**config.mk**
```make
export PLATFORM = sky130hd
export DESIGN_NAME = exercise_rep_counter_unit_flat
export DESIGN_NICKNAME = d
export VERILOG_FILES = /design/src/sv/erc_pkg.sv /design/src/sv/erc_in_if.sv /design/src/sv/erc_out_if.sv /design/src/sv/erc_ema.sv /design/src/sv/erc_core.sv /design/src/sv/exercise_rep_counter_unit.sv /design/src/flat_wrapper.sv
export SDC_FILE = /design/constraint.sdc
export NUM_CORES = 1
export LEC_CHECK = 0
export BUFFER_PORTS_ARGS = -buffer_cell sky130_fd_sc_hd__clkbuf_2
export CAP_MARGIN = 15
export CORE_UTILIZATION = 51
export DETAILED_ROUTE_END_ITERATION = 7
export GPL_TIMING_DRIVEN = 0
export HOLD_SLACK_MARGIN = 0.1
export PLACE_DENSITY = 0.68
export SLEW_MARGIN = 25
export SYNTH_ARGS = -nofsm -noshare
export SYNTH_HDL_FRONTEND = slang
export SYNTH_SLANG_ARGS = --single-unit
export TNS_END_PERCENT = 100
```
**constraint.sdc**
```tcl
create_clock -name i_clk -period 15.46 [get_ports i_clk]
set_clock_uncertainty 0.15 [all_clocks]
set_input_delay 3.092 -clock i_clk [delete_from_list [all_inputs] [get_ports i_clk]]
set_output_delay 3.092 -clock i_clk [all_outputs]
set_load 0.01 [all_outputs]
```
**src/sv/erc_pkg.sv**
```systemverilog
`default_nettype none
package erc_pkg;

    localparam int SAMPLE_BITS = 16;
    localparam int CFG_W       = 16;
    localparam int GAIN_SHIFT  = 16;
    localparam int TIME_W      = 32;
    localparam int CNT_W       = 8;

    localparam logic [1:0] CMD_SAMPLE = 2'd0;
    localparam logic [1:0] CMD_CLICK  = 2'd1;
    localparam logic [1:0] CMD_HOLD   = 2'd2;

    localparam logic [2:0] EV_NONE      = 3'd0;
    localparam logic [2:0] EV_EX_START  = 3'd1;
    localparam logic [2:0] EV_SER_START = 3'd2;
    localparam logic [2:0] EV_SAMPLE    = 3'd3;
    localparam logic [2:0] EV_REP       = 3'd4;
    localparam logic [2:0] EV_SER_END   = 3'd5;
    localparam logic [2:0] EV_EX_END    = 3'd6;

    localparam logic [1:0] LED_OFF   = 2'd0;
    localparam logic [1:0] LED_ON    = 2'd1;
    localparam logic [1:0] LED_BLINK = 2'd2;

    localparam logic [1:0] REG_GAIN      = 2'd0;
    localparam logic [1:0] REG_START_THR = 2'd1;
    localparam logic [1:0] REG_END_THR   = 2'd2;
    localparam logic [1:0] REG_MIN_DUR   = 2'd3;

    localparam logic [CFG_W-1:0] GAIN_RST      = 16'd6554;
    localparam logic [CFG_W-1:0] START_THR_RST = 16'd819;
    localparam logic [CFG_W-1:0] END_THR_RST   = 16'd41;
    localparam logic [CFG_W-1:0] MIN_DUR_RST   = 16'd500;

    typedef struct packed {
        logic        [CFG_W-1:0] gain;
        logic signed [CFG_W-1:0] start_thr;
        logic signed [CFG_W-1:0] end_thr;
        logic        [CFG_W-1:0] min_dur;
    } t_cfg;

    typedef struct packed {
        logic        [2:0]             event_code;
        logic        [1:0]             led_mode;
        logic        [CNT_W-1:0]       rep_number;
        logic        [CNT_W-1:0]       series_number;
        logic signed [SAMPLE_BITS-1:0] smoothed_out;
        logic                          measuring_flag;
    } t_result;

endpackage
`default_nettype wire

```
**src/sv/erc_in_if.sv**
```systemverilog
`default_nettype none
interface erc_in_if import erc_pkg::*; ();
    logic                          valid;
    logic                          ready;
    logic        [1:0]             cmd;
    logic signed [SAMPLE_BITS-1:0] sample_y;
    logic        [TIME_W-1:0]      now_ms;

    modport source (output valid, cmd, sample_y, now_ms, input ready);
    modport sink (input valid, cmd, sample_y, now_ms, output ready);
endinterface
`default_nettype wire

```
**src/sv/erc_out_if.sv**
```systemverilog
`default_nettype none
interface erc_out_if import erc_pkg::*; ();
    logic                          valid;
    logic                          ready;
    logic        [2:0]             event_code;
    logic        [1:0]             led_mode;
    logic        [CNT_W-1:0]       rep_number;
    logic        [CNT_W-1:0]       series_number;
    logic signed [SAMPLE_BITS-1:0] smoothed_out;
    logic                          measuring_flag;

    modport source (output valid, event_code, led_mode, rep_number, series_number,
                    smoothed_out, measuring_flag, input ready);
    modport sink (input valid, event_code, led_mode, rep_number, series_number,
                  smoothed_out, measuring_flag, output ready);
endinterface
`default_nettype wire

```
**src/sv/erc_ema.sv**
```systemverilog
`default_nettype none
module erc_ema import erc_pkg::*; (
    input  wire logic        [CFG_W-1:0]       i_gain,
    input  wire logic signed [SAMPLE_BITS-1:0] i_sample,
    input  wire logic signed [SAMPLE_BITS-1:0] i_level,
    output logic signed      [SAMPLE_BITS-1:0] o_level
);

    logic signed [SAMPLE_BITS:0]                  diff;
    logic signed [SAMPLE_BITS+CFG_W+1:0]          prod;
    logic signed [SAMPLE_BITS+CFG_W+1-GAIN_SHIFT:0] step;
    logic signed [SAMPLE_BITS+CFG_W+1-GAIN_SHIFT:0] sum;

    // The arithmetic shift of the product rounds toward minus infinity.
    assign diff = {i_sample[SAMPLE_BITS-1], i_sample} - {i_level[SAMPLE_BITS-1], i_level};
    assign prod = $signed({1'b0, i_gain}) * diff;
    assign step = prod[SAMPLE_BITS+CFG_W+1:GAIN_SHIFT];
    assign sum  = {{(CFG_W+2-GAIN_SHIFT){i_level[SAMPLE_BITS-1]}}, i_level} + step;
    assign o_level = sum[SAMPLE_BITS-1:0];

endmodule
`default_nettype wire

```
**src/sv/erc_core.sv**
```systemverilog
`default_nettype none
module erc_core import erc_pkg::*; (
    input  wire logic                          i_clk,
    input  wire logic                          i_rst_n,
    input  wire logic                          i_step,
    input  wire logic        [1:0]             i_cmd,
    input  wire logic signed [SAMPLE_BITS-1:0] i_sample,
    input  wire logic        [TIME_W-1:0]      i_now,
    input  wire t_cfg                          i_cfg,
    output t_result                            o_res
);

    logic                          r_measuring, n_measuring;
    logic                          r_fresh, n_fresh;
    logic                          r_active, n_active;
    logic        [CNT_W-1:0]       r_rep, n_rep;
    logic        [CNT_W-1:0]       r_series, n_series;
    logic                          r_moving, n_moving;
    logic        [TIME_W-1:0]      r_move_start, n_move_start;
    logic signed [SAMPLE_BITS-1:0] r_level, n_level;
    logic        [1:0]             r_led, n_led;
    logic signed [SAMPLE_BITS-1:0] filt_level;
    logic        [TIME_W-1:0]      dur;
    logic        [2:0]             ev;

    erc_ema u_ema (
        .i_gain   (i_cfg.gain),
        .i_sample (i_sample),
        .i_level  (r_level),
        .o_level  (filt_level)
    );

    assign dur = i_now - r_move_start;

    always_comb begin
        n_measuring  = r_measuring;
        n_fresh      = r_fresh;
        n_active     = r_active;
        n_rep        = r_rep;
        n_series     = r_series;
        n_moving     = r_moving;
        n_move_start = r_move_start;
        n_level      = r_level;
        n_led        = r_led;
        ev           = EV_NONE;
        case (i_cmd)
            CMD_SAMPLE: begin
                if (r_measuring) begin
                    n_level = filt_level;
                    ev      = EV_SAMPLE;
                    if (!r_moving && (filt_level > i_cfg.start_thr)) begin
                        n_moving     = 1'b1;
                        n_move_start = i_now;
                    end else if (r_moving && (filt_level < i_cfg.end_thr)) begin
                        n_moving = 1'b0;
                        if (dur > {{(TIME_W-CFG_W){1'b0}}, i_cfg.min_dur}) begin
                            n_rep = r_rep + 1'b1;
                            ev    = EV_REP;
                        end
                    end
                end
            end
            CMD_CLICK: begin
                if (r_active) begin
                    if (!r_measuring) begin
                        n_measuring = 1'b1;
                        n_led       = LED_ON;
                        n_series    = r_series + 1'b1;
                        ev          = EV_SER_START;
                    end else begin
                        n_measuring = 1'b0;
                        n_led       = LED_BLINK;
                        n_rep       = '0;
                        ev          = EV_SER_END;
                    end
                end
            end
            CMD_HOLD: begin
                if (r_fresh) begin
                    n_fresh  = 1'b0;
                    n_active = 1'b1;
                    n_led    = LED_BLINK;
                    ev       = EV_EX_START;
                end else begin
                    n_measuring = 1'b0;
                    n_fresh     = 1'b1;
                    n_active    = 1'b0;
                    n_led       = LED_OFF;
                    n_series    = '0;
                    ev          = EV_EX_END;
                end
            end
            default: begin
                ev = EV_NONE;
            end
        endcase
    end

    always_ff @(posedge i_clk) begin
        if (!i_rst_n) begin
            r_measuring  <= 1'b0;
            r_fresh      <= 1'b1;
            r_active     <= 1'b0;
            r_rep        <= '0;
            r_series     <= '0;
            r_moving     <= 1'b0;
            r_move_start <= '0;
            r_level      <= '0;
            r_led        <= LED_OFF;
        end else if (i_step) begin
            r_measuring  <= n_measuring;
            r_fresh      <= n_fresh;
            r_active     <= n_active;
            r_rep        <= n_rep;
            r_series     <= n_series;
            r_moving     <= n_moving;
            r_move_start <= n_move_start;
            r_level      <= n_level;
            r_led        <= n_led;
        end
    end

    assign o_res.event_code     = ev;
    assign o_res.led_mode       = n_led;
    assign o_res.rep_number     = n_rep;
    assign o_res.series_number  = n_series;
    assign o_res.smoothed_out   = n_level;
    assign o_res.measuring_flag = n_measuring;

endmodule
`default_nettype wire

```
**src/sv/exercise_rep_counter_unit.sv**
```systemverilog
// Channel   Direction  Payload
// i_item    in         cmd, sample_y, now_ms
// o_result  out        event_code, led_mode, rep_number, series_number,
//                      smoothed_out, measuring_flag
// i_cfg_*   in         write enable, register index, 16-bit data
//
// Each item is captured in the input register and then moves to the result register;
// one item is taken per cycle while the result register is not stalled.
// The filter multiply and threshold compares sit between those two registers.
// A stalled result register holds the input register, which then holds i_item.ready low.
// Reset is synchronous and returns the valid flags, the settings and the counter state
// to their defaults.
`default_nettype none
module exercise_rep_counter_unit import erc_pkg::*; (
    input  wire logic              i_clk,
    input  wire logic              i_rst_n,
    erc_in_if.sink                 i_item,
    erc_out_if.source              o_result,
    input  wire logic              i_cfg_we,
    input  wire logic [1:0]        i_cfg_idx,
    input  wire logic [CFG_W-1:0]  i_cfg_data
);

    t_cfg                          r_cfg;
    logic                          r_in_valid;
    logic        [1:0]             r_cmd;
    logic signed [SAMPLE_BITS-1:0] r_sample;
    logic        [TIME_W-1:0]      r_now;
    logic                          r_out_valid;
    t_result                       r_out;
    t_result                       res;
    logic                          step;
    logic                          take;

    assign step = r_in_valid && (!r_out_valid || o_result.ready);
    assign i_item.ready = !r_in_valid || step;
    assign take = i_item.valid && i_item.ready;

    always_ff @(posedge i_clk) begin
        if (!i_rst_n) begin
            r_cfg.gain      <= GAIN_RST;
            r_cfg.start_thr <= START_THR_RST;
            r_cfg.end_thr   <= END_THR_RST;
            r_cfg.min_dur   <= MIN_DUR_RST;
        end else if (i_cfg_we) begin
            unique case (i_cfg_idx)
                REG_GAIN:      r_cfg.gain      <= i_cfg_data;
                REG_START_THR: r_cfg.start_thr <= i_cfg_data;
                REG_END_THR:   r_cfg.end_thr   <= i_cfg_data;
                REG_MIN_DUR:   r_cfg.min_dur   <= i_cfg_data;
                default:       r_cfg.gain      <= r_cfg.gain;
            endcase
        end
    end

    always_ff @(posedge i_clk) begin
        if (!i_rst_n) begin
            r_in_valid  <= 1'b0;
            r_out_valid <= 1'b0;
        end else begin
            if (take) begin
                r_in_valid <= 1'b1;
            end else if (step) begin
                r_in_valid <= 1'b0;
            end
            if (step) begin
                r_out_valid <= 1'b1;
            end else if (o_result.ready) begin
                r_out_valid <= 1'b0;
            end
        end
    end

    always_ff @(posedge i_clk) begin
        if (take) begin
            r_cmd    <= i_item.cmd;
            r_sample <= i_item.sample_y;
            r_now    <= i_item.now_ms;
        end
        if (step) begin
            r_out <= res;
        end
    end

    erc_core u_core (
        .i_clk    (i_clk),
        .i_rst_n  (i_rst_n),
        .i_step   (step),
        .i_cmd    (r_cmd),
        .i_sample (r_sample),
        .i_now    (r_now),
        .i_cfg    (r_cfg),
        .o_res    (res)
    );

    assign o_result.valid          = r_out_valid;
    assign o_result.event_code     = r_out.event_code;
    assign o_result.led_mode       = r_out.led_mode;
    assign o_result.rep_number     = r_out.rep_number;
    assign o_result.series_number  = r_out.series_number;
    assign o_result.smoothed_out   = r_out.smoothed_out;
    assign o_result.measuring_flag = r_out.measuring_flag;

endmodule
`default_nettype wire

```
**src/flat_wrapper.sv**
```systemverilog
// flat-port wrapper written by rule: the top's interface ports become plain ports
module exercise_rep_counter_unit_flat import erc_pkg::*;
  (i_clk, i_rst_n, i_cfg_we, i_cfg_idx, i_cfg_data, i_item_valid, i_item_cmd, i_item_sample_y, i_item_now_ms, i_item_ready, o_result_valid, o_result_event_code, o_result_led_mode, o_result_rep_number, o_result_series_number, o_result_smoothed_out, o_result_measuring_flag, o_result_ready);
  erc_in_if i_item_i ();
  erc_out_if o_result_i ();
  input  wire logic i_clk;
  input  wire logic i_rst_n;
  input  wire logic i_cfg_we;
  input  wire logic [1:0] i_cfg_idx;
  input  wire logic [CFG_W-1:0] i_cfg_data;
  input wire logic [$bits(i_item_i.valid)-1:0] i_item_valid;
  input wire logic [$bits(i_item_i.cmd)-1:0] i_item_cmd;
  input wire logic [$bits(i_item_i.sample_y)-1:0] i_item_sample_y;
  input wire logic [$bits(i_item_i.now_ms)-1:0] i_item_now_ms;
  output wire logic [$bits(i_item_i.ready)-1:0] i_item_ready;
  output wire logic [$bits(o_result_i.valid)-1:0] o_result_valid;
  output wire logic [$bits(o_result_i.event_code)-1:0] o_result_event_code;
  output wire logic [$bits(o_result_i.led_mode)-1:0] o_result_led_mode;
  output wire logic [$bits(o_result_i.rep_number)-1:0] o_result_rep_number;
  output wire logic [$bits(o_result_i.series_number)-1:0] o_result_series_number;
  output wire logic [$bits(o_result_i.smoothed_out)-1:0] o_result_smoothed_out;
  output wire logic [$bits(o_result_i.measuring_flag)-1:0] o_result_measuring_flag;
  input wire logic [$bits(o_result_i.ready)-1:0] o_result_ready;
  assign i_item_i.valid = i_item_valid;
  assign i_item_i.cmd = i_item_cmd;
  assign i_item_i.sample_y = i_item_sample_y;
  assign i_item_i.now_ms = i_item_now_ms;
  assign i_item_ready = i_item_i.ready;
  assign o_result_valid = o_result_i.valid;
  assign o_result_event_code = o_result_i.event_code;
  assign o_result_led_mode = o_result_i.led_mode;
  assign o_result_rep_number = o_result_i.rep_number;
  assign o_result_series_number = o_result_i.series_number;
  assign o_result_smoothed_out = o_result_i.smoothed_out;
  assign o_result_measuring_flag = o_result_i.measuring_flag;
  assign o_result_i.ready = o_result_ready;
  exercise_rep_counter_unit u_core (.i_clk(i_clk), .i_rst_n(i_rst_n), .i_item(i_item_i), .o_result(o_result_i), .i_cfg_we(i_cfg_we), .i_cfg_idx(i_cfg_idx), .i_cfg_data(i_cfg_data));
endmodule
```
==> flow_summary.ini <==
[logic_synthesis]
netlist_area_mm2 = 0.02273
synth_cells = 2641
avgSynthCellArea_um2 = 8.607
yosysWarnings = 0
synth_edf_count = 88
synth.distinct_cells = 80
ys_top_cells_by_area = fa_1 (19%), ha_1 (13%), dfxtp_1 (12%), edfxtp_1 (12%), inv_1 (6.7%)
syn_nets = 3158
async_flop_share_pct = 0
yosysMostFrequentCell = inv_1
synth_top_area_cell = fa_1
synth_top_cell_area_share_pct = 18.58
yosysSeqAreaShare_pct = 23.60
yosys-top-cells-count = inv_1 (404), nand2_1 (397), ha_1 (233)
ys.flop_type = dfxtp_1
synth_seq_cells = 224

[route]
antenna_left = 0
drc = 0
wire_per_inst_um = 18.71
dr.pass1.iters = 6
drt_iter0_markers = 1462
wirelength_um = 63460
drt-vias-per-instance = 5.631
vias = 19090

[cells_and_area]
fill_cells = 4035
drive_gt1_share_pct = 6.883
synthToLayoutAreaGrowth_pct = 10.27
nets = 3301

[die]
start_util_pct = 52.19
core_area_mm2 = 0.04355
die_w_um = 213.1
die_area_mm2 = 0.04542
die_h_um = 213.1
io_pins = 113
num_rows = 76

[setup_path]
end_kind = flop
worstPathRequired_ns = 15.63
cpMostUsedCell = inv_1
path_max_fanout = 10
path_buf_inv = 8
crit_type = flop to flop
cp.arrival_ns = 14.86
crit_family = compound AO/OA/AOI/OAI gates
start_kind = flop
max_stage_delay_ns = 0.82
slowest_stage = a21oi_1

[status]
status = completed

[timing]
fin_tns_setup_ns = 0
finalWorstPathRequiredPeriod_ns = 14.70
slew_headroom_pct = 28.46
setup_viol = 0
slew_viol_final = 0
hold_violations = 0
worst_slew_pin_slew_ns = 1.065
fmax_mhz = 68.05
setup_slack_ns = 0.7647
rsz0062_at_grt = false
finalCritPeriodShare_pct = 95.05

[placed_design]
numPortBuffers = 111
gp_congestion = 0.9785
hpwl_um = 51360
dpl_worst_slack_ns = 0.3401

[global_route]
grt_first_pass_wirelength_um = 99840
antenna_found_initial = 7
grt_use_total_pct = 28.33
grt_use_met1_pct = 36.12
use_met2_pct = 48.88
grt_pass1_vias = 19160
overflow = 0
top_usage_layer = met2
met3_usage_pct = 4.486
grt_max_degree = 48

[clocking]
h-tree-depth = 1
cts-root-buf = clkbuf_16
cts_tree = yes
clockBufferDepth = 3
clkTransAtPathRegs_ns = 0.06
numClockSinks = 224
holdBufCountCts = 0
clk_latency_ns = 0.58
cts_buffers = 26

[min_path]
hold_path_class = flop to flop

[run]
drv_cap = 0
-- logic make-up (layout without fill, tap and decap cells) --
group	count (synthesis)	in the layout	share of synthesized area (%)
AND/OR/NAND/NOR	878	878	18.16
buffers and inverters	539	702	8.961
AO/OA/AOI/OAI	459	459	13.84
adder cells (fa/ha/maj)	444	444	31.41
flip-flops	224	224	23.60
XOR/XNOR	59	59	2.334
multiplexers	38	38	1.684
other	0	2	0
-- metal layers --
metal,share of wire (%),wire [um]
met4,3.2,2012
met3,6.2,3917
met5,0.063,40
met1,42,26920
met2,48,30570
-- final timing paths --
| path | startpoint | end | slack (ns) | depth (start not counted) |
|---|---|---|---|---|
| worst min register to register | u_core.r_cfg[26] | u_core.r_cfg[26] | 0.31 | 2 |
| worst max-delay path | u_core.u_core.r_level[2] | u_core.o_result.rep_number[6] | 0.76 | 52 |
| worst max register to register | u_core.u_core.r_level[2] | u_core.o_result.rep_number[6] | 0.76 | 52 |
| worst min-delay path | u_core.r_cfg[26] | u_core.r_cfg[26] | 0.31 | 2 |
-- worst min-delay path, cell delays in order, from the launching register on --
cell,delay [ns]
dfxtp_1,0.31
nand2_1,0.05
a21boi_0,0.06
-- area by class of cell --
cell class | count | area (um^2) | area share (%)
diodes | 2 | 5.005 | 0.01997
inverters | 406 | 1524 | 6.080
flip-flops and latches | 224 | 5365 | 21.40
multi-input cells | 1878 | 15360 | 61.27
clock buffers | 39 | 803.3 | 3.205
well taps | 585 | 732.0 | 2.920
clock inverters | 9 | 141.4 | 0.5641
plain buffers | 132 | 518.0 | 2.067
repair buffers | 116 | 618.1 | 2.466
-- cells in the final DEF (no fill, tap or decap), types with 6 or more instances in the layout --
master,count
a21oi_1,69
a31oi_1,35
nand4_1,21
o311ai_0,17
inv_1,404
o2111ai_1,7
nor3_1,27
dfxtp_1,136
a21boi_0,69
clkbuf_2,115
nor2b_1,59
o22ai_1,8
a211oi_1,24
edfxtp_1,88
clkbuf_16,29
and2_1,78
nand3_1,72
clkbuf_1,122
nand2b_1,27
ha_1,233
nand2_1,397
nor4_1,6
o21a_1,13
xor2_1,15
a21o_1,27
mux2i_1,36
and3_1,40
xnor2_1,40
o211ai_1,30
nor2_1,115
o21ai_0,86
fa_1,211
-- flip-flops by register name, summed over array words and instances (netlist names) --
name,cells
u_core.r_cfg,64
u_core.r_now,32
u_core.u_core.r_move_start,32
u_core.o_result.smoothed_out,16
u_core.r_sample,16
u_core.u_core.r_level,16
u_core.o_result.rep_number,8
u_core.o_result.series_number,8
u_core.u_core.r_rep,8
u_core.u_core.r_series,8
u_core.o_result.event_code,3
u_core.o_result.led_mode,2
u_core.r_cmd,2
u_core.u_core.r_led,2
u_core.o_result.measuring_flag,1
u_core.o_result.valid,1
u_core.r_in_valid,1
u_core.u_core.r_active,1
u_core.u_core.r_fresh,1
u_core.u_core.r_measuring,1
u_core.u_core.r_moving,1
-- metrics by stage --
stage / hold WS (ns) / instances / utilization, % / instance area (um^2)
2_1_floorplan: 0.2919 / 2641 / - / 22730
3_3_place_gp: 0.3031 / 3337 / 55.15 / 24020
3_5_place_dp: 0.3103 / 3338 / 55.21 / 24040
4_1_cts: 0.3183 / 3386 / 57.38 / 24990
5_1_grt: 0.3353 / 3389 / 57.54 / 25060
6_report: 0.3148 / 3391 / 57.55 / 25070
-- repair_timing --
action / 4_1_cts / 5_1_grt
resized for setup: 0 / 13
setup buffers: 0 / 4
setup endpoints to repair: 0 / 49
Power is left out: the tool's default activity adds up to more than one toggle a clock period on the data nets, which glitch-free logic cannot reach.
